[config.mk]
export PLATFORM = sky130hd
export DESIGN_NAME = positional_list_engine_flat
export DESIGN_NICKNAME = d
export VERILOG_FILES = /design/src/rtl/ple_pkg.sv /design/src/rtl/ple_if.sv /design/src/rtl/ple_ctrl.sv /design/src/rtl/ple_dp.sv /design/src/rtl/positional_list_engine.sv /design/src/flat_wrapper.sv
export SDC_FILE = /design/constraint.sdc
export NUM_CORES = 2
export LEC_CHECK = 0
export BUFFER_PORTS_ARGS = -buffer_cell sky130_fd_sc_hd__buf_4
export CORE_MARGIN = 8
export CORE_UTILIZATION = 63
export CTS_BUF_LIST = sky130_fd_sc_hd__clkbuf_16
export DETAILED_ROUTE_END_ITERATION = 7
export HOLD_SLACK_MARGIN = 0.1
export PLACE_DENSITY = 0.77
export SLEW_MARGIN = 20
export SYNTH_ARGS = -nofsm -noshare
export SYNTH_HDL_FRONTEND = slang
export SYNTH_HIERARCHICAL = 1
export SYNTH_SLANG_ARGS = --single-unit
[constraint.sdc]
create_clock -name clk -period 6.86 [get_ports clk]
set_input_delay 1.372 -clock clk [delete_from_list [all_inputs] [get_ports clk]]
set_output_delay 1.372 -clock clk [all_outputs]
set_load 0.02 [all_outputs]
[src/rtl/ple_pkg.sv]
`default_nettype none
package ple_pkg;

  localparam int REQ_W    = 3;
  localparam int VAL_W    = 32;
  localparam int POS_W    = 7;
  localparam int IDX_W    = 6;
  localparam int STATUS_W = 2;

  typedef enum logic [REQ_W-1:0] {
    REQ_INS_HEAD = 3'd0,
    REQ_INS_TAIL = 3'd1,
    REQ_INS_POS  = 3'd2,
    REQ_DEL_HEAD = 3'd3,
    REQ_DEL_TAIL = 3'd4,
    REQ_DEL_POS  = 3'd5
  } req_t;

  typedef enum logic [STATUS_W-1:0] {
    ST_OK        = 2'd0,
    ST_INVALID   = 2'd1,
    ST_UNDERFLOW = 2'd2,
    ST_OVERFLOW  = 2'd3
  } status_t;

  typedef struct packed {
    logic             accept;
    status_t          status;
    logic             rd_en;
    logic [IDX_W-1:0] rd_addr;
    logic             emit;
    logic             emit_marker;
    logic             emit_last;
    logic             wr_en;
    logic [IDX_W-1:0] wr_addr;
    logic             wr_value;
  } ple_cmd_t;

endpackage
`default_nettype wire

[src/rtl/ple_if.sv]
`default_nettype none
interface ple_in_if;
  import ple_pkg::*;
  logic                    valid;
  logic                    ready;
  logic [REQ_W-1:0]        req_type;
  logic signed [VAL_W-1:0] value;
  logic [POS_W-1:0]        position;

  modport source (output valid, req_type, value, position, input ready);
  modport sink   (input valid, req_type, value, position, output ready);
endinterface

interface ple_out_if;
  import ple_pkg::*;
  logic                    valid;
  logic                    ready;
  logic [STATUS_W-1:0]     status;
  logic                    list_empty;
  logic [IDX_W-1:0]        element_index;
  logic signed [VAL_W-1:0] element_value;
  logic                    last;

  modport source (output valid, status, list_empty, element_index, element_value, last,
                  input ready);
  modport sink   (input valid, status, list_empty, element_index, element_value, last,
                  output ready);
endinterface
`default_nettype wire

[src/rtl/ple_ctrl.sv]
`default_nettype none
module ple_ctrl #(
  parameter int CAPACITY = 64
) (
  input  logic                         clk,
  input  logic                         rst_n,
  input  logic                         in_valid,
  output logic                         in_ready,
  input  logic [ple_pkg::REQ_W-1:0]    req_type,
  input  logic [ple_pkg::POS_W-1:0]    position,
  input  logic                         emit_ok,
  output ple_pkg::ple_cmd_t            cmd
);
  import ple_pkg::*;

  localparam int AW = $clog2(CAPACITY);
  localparam int CW = $clog2(CAPACITY + 1);
  localparam int PW = POS_W + 1;

  typedef enum logic [4:0] {
    S_IDLE  = 5'b00001,
    S_SHIFT = 5'b00010,
    S_DRAIN = 5'b00100,
    S_PLACE = 5'b01000,
    S_EMIT  = 5'b10000
  } state_t;

  state_t        state_r, state_nxt;
  logic [CW-1:0] count_r, count_nxt;
  logic [AW-1:0] j_r, j_nxt;
  logic [AW-1:0] stop_r, stop_nxt;
  logic [AW-1:0] idx_r, idx_nxt;
  logic [AW-1:0] e_r, e_nxt;
  logic          ins_r, ins_nxt;
  logic          wb_v_r, wb_v_nxt;
  logic [AW-1:0] wb_addr_r, wb_addr_nxt;

  logic [PW-1:0] cnt_w, pos_w, idx_w;
  logic [AW-1:0] cnt_m1;
  logic          is_ins, is_del, pos_bad, do_ins, do_del;
  status_t       st;

  // request decode
  always_comb begin
    cnt_w   = PW'(count_r);
    pos_w   = PW'(position);
    cnt_m1  = AW'(count_r - CW'(1));
    idx_w   = '0;
    is_ins  = 1'b0;
    is_del  = 1'b0;
    pos_bad = 1'b0;
    st      = ST_OK;
    unique case (req_type)
      REQ_INS_HEAD: begin
        is_ins = 1'b1;
      end
      REQ_INS_TAIL: begin
        is_ins = 1'b1;
        idx_w  = cnt_w;
      end
      REQ_INS_POS: begin
        is_ins  = 1'b1;
        idx_w   = pos_w - PW'(1);
        pos_bad = (pos_w == '0) || (pos_w > cnt_w + PW'(1));
      end
      REQ_DEL_HEAD: begin
        is_del = 1'b1;
      end
      REQ_DEL_TAIL: begin
        is_del = 1'b1;
        idx_w  = cnt_w - PW'(1);
      end
      REQ_DEL_POS: begin
        is_del  = 1'b1;
        idx_w   = pos_w - PW'(1);
        pos_bad = (pos_w == '0) || (pos_w > cnt_w);
      end
      default: st = ST_INVALID;
    endcase
    if (is_ins) begin
      if (count_r == CW'(CAPACITY)) st = ST_OVERFLOW;
      else if (pos_bad)             st = ST_INVALID;
    end
    if (is_del) begin
      if (count_r == '0) st = ST_UNDERFLOW;
      else if (pos_bad)  st = ST_INVALID;
    end
    do_ins = is_ins && (st == ST_OK);
    do_del = is_del && (st == ST_OK);
  end

  always_comb begin
    state_nxt   = state_r;
    count_nxt   = count_r;
    j_nxt       = j_r;
    stop_nxt    = stop_r;
    idx_nxt     = idx_r;
    e_nxt       = e_r;
    ins_nxt     = ins_r;
    wb_v_nxt    = 1'b0;
    wb_addr_nxt = wb_addr_r;
    in_ready    = 1'b0;
    cmd         = '0;
    // write-back of a moved entry, in the cycle after its read
    cmd.wr_en   = wb_v_r;
    cmd.wr_addr = IDX_W'(wb_addr_r);
    unique case (state_r)
      S_IDLE: begin
        in_ready = emit_ok;
        if (in_valid && emit_ok) begin
          cmd.accept = 1'b1;
          cmd.status = st;
          e_nxt      = '0;
          idx_nxt    = idx_w[AW-1:0];
          state_nxt  = S_EMIT;
          if (do_ins) begin
            count_nxt = count_r + CW'(1);
            ins_nxt   = 1'b1;
            if (idx_w < cnt_w) begin
              j_nxt     = cnt_m1;
              stop_nxt  = idx_w[AW-1:0];
              state_nxt = S_SHIFT;
            end else begin
              state_nxt = S_PLACE;
            end
          end else if (do_del) begin
            count_nxt = count_r - CW'(1);
            ins_nxt   = 1'b0;
            if (idx_w + PW'(1) < cnt_w) begin
              j_nxt     = AW'(idx_w + PW'(1));
              stop_nxt  = cnt_m1;
              state_nxt = S_SHIFT;
            end
          end
        end
      end
      S_SHIFT: begin
        cmd.rd_en   = 1'b1;
        cmd.rd_addr = IDX_W'(j_r);
        wb_v_nxt    = 1'b1;
        wb_addr_nxt = ins_r ? j_r + AW'(1) : j_r - AW'(1);
        if (j_r == stop_r) begin
          state_nxt = S_DRAIN;
        end else begin
          j_nxt = ins_r ? j_r - AW'(1) : j_r + AW'(1);
        end
      end
      S_DRAIN: begin
        state_nxt = ins_r ? S_PLACE : S_EMIT;
      end
      S_PLACE: begin
        cmd.wr_en    = 1'b1;
        cmd.wr_addr  = IDX_W'(idx_r);
        cmd.wr_value = 1'b1;
        state_nxt    = S_EMIT;
      end
      S_EMIT: begin
        if (emit_ok) begin
          cmd.emit = 1'b1;
          if (count_r == '0) begin
            cmd.emit_marker = 1'b1;
            cmd.emit_last   = 1'b1;
            state_nxt       = S_IDLE;
          end else begin
            cmd.rd_en     = 1'b1;
            cmd.rd_addr   = IDX_W'(e_r);
            cmd.emit_last = (e_r == cnt_m1);
            if (e_r == cnt_m1) state_nxt = S_IDLE;
            else               e_nxt     = e_r + AW'(1);
          end
        end
      end
      default: state_nxt = S_IDLE;
    endcase
  end

  always_ff @(posedge clk) begin
    if (!rst_n) begin
      state_r <= S_IDLE;
      count_r <= '0;
      wb_v_r  <= 1'b0;
    end else begin
      state_r <= state_nxt;
      count_r <= count_nxt;
      wb_v_r  <= wb_v_nxt;
    end
  end

  always_ff @(posedge clk) begin
    j_r       <= j_nxt;
    stop_r    <= stop_nxt;
    idx_r     <= idx_nxt;
    e_r       <= e_nxt;
    ins_r     <= ins_nxt;
    wb_addr_r <= wb_addr_nxt;
  end

endmodule
`default_nettype wire

[src/rtl/ple_dp.sv]
`default_nettype none
module ple_dp #(
  parameter int CAPACITY = 64
) (
  input  logic                             clk,
  input  logic                             rst_n,
  input  ple_pkg::ple_cmd_t                cmd,
  input  logic signed [ple_pkg::VAL_W-1:0] in_value,
  output logic                             emit_ok,
  output logic                             out_valid,
  input  logic                             out_ready,
  output logic [ple_pkg::STATUS_W-1:0]     out_status,
  output logic                             out_list_empty,
  output logic [ple_pkg::IDX_W-1:0]        out_element_index,
  output logic signed [ple_pkg::VAL_W-1:0] out_element_value,
  output logic                             out_last
);
  import ple_pkg::*;

  localparam int AW = $clog2(CAPACITY);

  logic [VAL_W-1:0] mem [CAPACITY];
  logic [VAL_W-1:0] rd_data_r;
  logic [VAL_W-1:0] value_r;
  status_t          status_r;

  logic             pend_v_r, pend_v_nxt;
  logic             pend_marker_r;
  logic             pend_last_r;
  logic [IDX_W-1:0] pend_idx_r;

  logic             o_valid_r;
  status_t          o_status_r;
  logic             o_empty_r;
  logic [IDX_W-1:0] o_idx_r;
  logic [VAL_W-1:0] o_value_r;
  logic             o_last_r;
  logic             o_free;

  assign o_free  = !o_valid_r || out_ready;
  assign emit_ok = !pend_v_r || o_free;

  always_comb begin
    pend_v_nxt = pend_v_r;
    if (o_free)   pend_v_nxt = 1'b0;
    if (cmd.emit) pend_v_nxt = 1'b1;
  end

  // list storage, one write and one registered read a cycle
  always_ff @(posedge clk) begin
    if (cmd.wr_en) begin
      mem[cmd.wr_addr[AW-1:0]] <= cmd.wr_value ? value_r : rd_data_r;
    end
    if (cmd.rd_en) begin
      rd_data_r <= mem[cmd.rd_addr[AW-1:0]];
    end
  end

  always_ff @(posedge clk) begin
    if (cmd.accept) begin
      value_r  <= in_value;
      status_r <= cmd.status;
    end
    if (cmd.emit) begin
      pend_marker_r <= cmd.emit_marker;
      pend_last_r   <= cmd.emit_last;
      pend_idx_r    <= cmd.rd_addr;
    end
    if (o_free && pend_v_r) begin
      o_status_r <= status_r;
      o_empty_r  <= pend_marker_r;
      o_idx_r    <= pend_marker_r ? '0 : pend_idx_r;
      o_value_r  <= pend_marker_r ? '0 : rd_data_r;
      o_last_r   <= pend_last_r;
    end
  end

  always_ff @(posedge clk) begin
    if (!rst_n) begin
      pend_v_r  <= 1'b0;
      o_valid_r <= 1'b0;
    end else begin
      pend_v_r <= pend_v_nxt;
      if (o_free) o_valid_r <= pend_v_r;
    end
  end

  assign out_valid         = o_valid_r;
  assign out_status        = o_status_r;
  assign out_list_empty    = o_empty_r;
  assign out_element_index = o_idx_r;
  assign out_element_value = o_value_r;
  assign out_last          = o_last_r;

endmodule
`default_nettype wire

[src/rtl/positional_list_engine.sv]
// channel   dir  handshake      payload
// in_if     in   valid/ready    req_type, value, position
// out_if    out  valid/ready    status, list_empty, element_index, element_value, last
//
// a request shifts the moved elements through the list memory, places the value of an
// insert, then lists every element (or the empty marker) read from the list memory
// reset clears the element count and the handshake state; the memory is not cleared
// out_ready low holds the output register and pauses the listing; a new request is taken
// once the previous listing has been fully issued
`default_nettype none
module positional_list_engine #(
  parameter int CAPACITY = 64
) (
  input logic       clk,
  input logic       rst_n,
  ple_in_if.sink    in_if,
  ple_out_if.source out_if
);
  import ple_pkg::*;

  ple_cmd_t cmd;
  logic     emit_ok;

  ple_ctrl #(.CAPACITY(CAPACITY)) u_ctrl (
    .clk      (clk),
    .rst_n    (rst_n),
    .in_valid (in_if.valid),
    .in_ready (in_if.ready),
    .req_type (in_if.req_type),
    .position (in_if.position),
    .emit_ok  (emit_ok),
    .cmd      (cmd)
  );

  ple_dp #(.CAPACITY(CAPACITY)) u_dp (
    .clk               (clk),
    .rst_n             (rst_n),
    .cmd               (cmd),
    .in_value          (in_if.value),
    .emit_ok           (emit_ok),
    .out_valid         (out_if.valid),
    .out_ready         (out_if.ready),
    .out_status        (out_if.status),
    .out_list_empty    (out_if.list_empty),
    .out_element_index (out_if.element_index),
    .out_element_value (out_if.element_value),
    .out_last          (out_if.last)
  );

endmodule
`default_nettype wire

[src/flat_wrapper.sv]
// flat-port wrapper written by rule: the top's interface ports become plain ports
module positional_list_engine_flat import ple_pkg::*;
#(
  parameter int CAPACITY = 64
)
  (clk, rst_n, in_if_valid, in_if_req_type, in_if_value, in_if_position, in_if_ready, out_if_valid, out_if_status, out_if_list_empty, out_if_element_index, out_if_element_value, out_if_last, out_if_ready);
  ple_in_if in_if_i ();
  ple_out_if out_if_i ();
  input logic clk;
  input logic rst_n;
  input wire logic [$bits(in_if_i.valid)-1:0] in_if_valid;
  input wire logic [$bits(in_if_i.req_type)-1:0] in_if_req_type;
  input wire logic [$bits(in_if_i.value)-1:0] in_if_value;
  input wire logic [$bits(in_if_i.position)-1:0] in_if_position;
  output wire logic [$bits(in_if_i.ready)-1:0] in_if_ready;
  output wire logic [$bits(out_if_i.valid)-1:0] out_if_valid;
  output wire logic [$bits(out_if_i.status)-1:0] out_if_status;
  output wire logic [$bits(out_if_i.list_empty)-1:0] out_if_list_empty;
  output wire logic [$bits(out_if_i.element_index)-1:0] out_if_element_index;
  output wire logic [$bits(out_if_i.element_value)-1:0] out_if_element_value;
  output wire logic [$bits(out_if_i.last)-1:0] out_if_last;
  input wire logic [$bits(out_if_i.ready)-1:0] out_if_ready;
  assign in_if_i.valid = in_if_valid;
  assign in_if_i.req_type = in_if_req_type;
  assign in_if_i.value = in_if_value;
  assign in_if_i.position = in_if_position;
  assign in_if_ready = in_if_i.ready;
  assign out_if_valid = out_if_i.valid;
  assign out_if_status = out_if_i.status;
  assign out_if_list_empty = out_if_i.list_empty;
  assign out_if_element_index = out_if_i.element_index;
  assign out_if_element_value = out_if_i.element_value;
  assign out_if_last = out_if_i.last;
  assign out_if_i.ready = out_if_ready;
  positional_list_engine #(.CAPACITY(CAPACITY)) u_core (.clk(clk), .rst_n(rst_n), .in_if(in_if_i), .out_if(out_if_i));
endmodule
==> metrics <==
CP Launch Type register; vias per cell slightly above 7; HP Class register to register; chip width roughly 390 um; # setup viols final 0; Post-synth EDFFs 2195; Ports 90; prevailing post-synth register cell edfxtp_1; Clk Latency, worst-skew pair 0.85 ns; PortBufs between 80 and 90; CP cell instances inv_1, ha_1, nand3_1, nor2_1, nor2_1, a22o_4, buf_4, mux4_2, mux2_2, a221oi_1, o21ai_1, o221a_2; clk buf depth 3; Worst-path clk slew around 0.060 ns; Worst path max stage delay slightly above 0.9 ns; Mapped Area 0.0863 mm^2; library cells used by synthesis 77; Mapped Avg Cell Area 21.3 um^2; vias in the first global route ~44000; Worst EP required 7.44 ns; wire per inst ~35 um; Final #Nets 4376; antenna viol nets, final 0; Synth Warn # 6; core area ~0.14 mm^2; Post-Place Cell Area 0.0899 mm^2; via count 44353; first-pass GRT wire length 315000 um; Synth top cells by count 2195 x edfxtp_1, 498 x mux4_2, 147 x o22ai_1, 142 x nor2_1, 102 x mux2i_1; Leak 29.7 nW; clock sink total 2210; Final Max Tran Viols 0; PwrDens 316 mW/mm^2; flops & latches, synth 2210; gpl congestion 0.847; Worst path top cell family by delay compound AO/OA/AOI/OAI gates; antenna violations before repair 9; sequential element share of the synthesized area 0.768; synthesis-to-layout area growth 12.1%; final wirelength 220000 um; drt pass-1 iters 8; Synthesized Nets 4134; largest area contributor in the netlist edfxtp_1; DRT iter0 DRCs 6669; grt ovf 0; Least-Margin Pin Slew 1.17 ns; Crit Path Max Fanout 42; Async SR Flop Fraction 0; Die Y just under 400 um; CP endpoint kind register; Root Driver clkbuf_16; WP buf/inv 2; most common cell in the synthesized netlist edfxtp_1; crit path time final 5.41 ns; fraction of layout cells with a size suffix above 1 0.267; largest net degree at the start of global routing 96; RSZ-0062 raised after global routing no; Peak VDD IR 0.216 mV; design area 0.0967 mm^2; Fin Setup TNS 0 ns; die area about 0.15 mm^2; CP most frequent cell nor2_1; Final Hold Fails 0; cts repair resizes 0; Initial Utilization 0.636; clock skew 0.0336 ns; CTS buffer count 207; GRT Util Overall 0.297; type of the worst setup path register to register; worst rel slew slack 0.218; Max Fclk 185 MHz; final HPWL from detailed placement 123000 um; CTS tree done; slowest CP cell a22o_4; status completed; Max-Cap Viols 0; Mapped Cells 4055; Hold Buf Count CTS 0; Residual DRC 0; final period utilization 0.789; number of fill cells in the layout 7569; Area contributors post-synth edfxtp_1 76%, mux4_2 13%, mux2i_1 1.2%; CP Data Arrival Time about 6.0 ns; H-tree levels 4; Setup Buffers After CTS 0; share of the synthesized area in the top cell type 0.764; Row Count 135
-- state kept, by name, indices dropped and copies added, names as in the netlist, 6 cells and up --
signal	count
u_core/u_ctrl/j_r	6
u_core/u_dp/out_element_index	6
u_core/u_ctrl/stop_r	6
u_core/u_ctrl/count_r	7
u_core/u_dp/pend_idx_r	6
u_core/u_ctrl/wb_addr_r	6
u_core/u_ctrl/idx_r	6
u_core/u_dp/mem	2048
u_core/u_dp/out_element_value	32
u_core/u_dp/value_r	32
u_core/u_ctrl/e_r	6
u_core/u_dp/rd_data_r	32
-- worst register-to-register path, delay by kind of cell, from the launching register on --
family / cells / cell delay (ns)
AO/OA/AOI/OAI: 4 / 1.60
adder cells (fa/ha/maj): 1 / 0.30
buffers and inverters: 2 / 0.90
flip-flops: 1 / 0.59
multiplexers: 2 / 0.87
AND/OR/NAND/NOR: 3 / 0.93
-- per-stage QoR --
step | hold WS, ns | power [mW] | instances | utilization | setup slack [ns]
2_1_floorplan | 0.400 | 18.1 | 4055 | - | 1.22
3_3_place_gp | 0.403 | 19.4 | 5868 | 0.663 | 0.691
3_5_place_dp | 0.408 | 19.4 | 5868 | 0.663 | 0.704
4_1_cts | 0.421 | 30.6 | 6253 | 0.712 | 1.43
5_1_grt | 0.435 | 31.4 | 6254 | 0.713 | 1.08
6_report | 0.420 | 30.6 | 6257 | 0.713 | 1.45
-- layer usage --
metal,track usage,up-vias,share of wire
li1,-,17507,-
met5,0,-,0.000059
met1,0.409,23043,0.36
met4,0.118,2,0.045
met2,0.465,3278,0.48
met3,0.0716,523,0.12
-- power by group --
| group | internal (mW) | switching [mW] |
|---|---|---|
| Sequential | 15.4 | 0.207 |
| Combinational | 1.32 | 2.26 |
| Clock | 6.45 | 4.89 |
-- cells by family after synthesis --
kind of cell,count (synthesis),synth area share
flip-flops,2210,0.768
multiplexers,657,0.149
buffers and inverters,248,0.0154
XOR/XNOR,49,0.00498
adder cells (fa/ha/maj),33,0.00479
AO/OA/AOI/OAI,398,0.0309
AND/OR/NAND/NOR,460,0.0270
-- area by class of cell --
class | count | area [um^2] | area share
antenna | 3 | 7.51 | 0.0000776
clock buffer | 212 | 5310 | 0.0548
clock inverter | 173 | 1420 | 0.0147
inverter | 27 | 101 | 0.00105
multi-input combinational | 1597 | 19300 | 0.200
sequential | 2210 | 66200 | 0.685
tap | 1781 | 2230 | 0.0230
timing repair buffer | 254 | 2100 | 0.0217
-- cell usage in the layout (no fill, tap or decap), types with 8 or more instances in the layout --
| master | n |
|---|---|
| a221oi_1 | 14 |
| buf_12 | 14 |
| xor2_1 | 16 |
| and2_1 | 8 |
| ha_1 | 33 |
| nand3b_1 | 10 |
| a21oi_1 | 58 |
| nor2b_1 | 55 |
| buf_4 | 239 |
| a211oi_1 | 10 |
| o22a_1 | 15 |
| o221ai_1 | 15 |
| o22ai_1 | 147 |
| xnor2_1 | 33 |
| clkinv_2 | 33 |
| nand2b_1 | 21 |
| mux4_2 | 498 |
| inv_1 | 74 |
| and3_1 | 10 |
| nand2_1 | 79 |
| a22o_1 | 8 |
| mux2_4 | 20 |
| o21ai_0 | 55 |
| nor2_1 | 80 |
| nor2_4 | 62 |
| nor4_1 | 22 |
| dfxtp_1 | 15 |
| nor3_1 | 29 |
| bufinv_16 | 23 |
| a2bb2oi_1 | 11 |
| clkinv_1 | 52 |
| mux2i_1 | 102 |
| or2_2 | 9 |
| clkbuf_16 | 212 |
| mux2_2 | 37 |
| edfxtp_1 | 2195 |
| nand3_1 | 33 |
-- worst paths after layout --
path                                 start                         to  depth (start not counted)  slack (ns)
setup reg to reg  u_core/u_ctrl/count_r[1]  u_core/u_dp/rd_data_r[23]                         12        1.45
hold reg to reg    u_core/u_dp/pend_last_r       u_core/u_dp/out_last                          0        0.42
setup / recovery  u_core/u_ctrl/count_r[1]  u_core/u_dp/rd_data_r[23]                         12        1.45
hold / removal     u_core/u_dp/pend_last_r       u_core/u_dp/out_last                          0        0.42
Note: power is estimated with default switching activity, not from simulation.
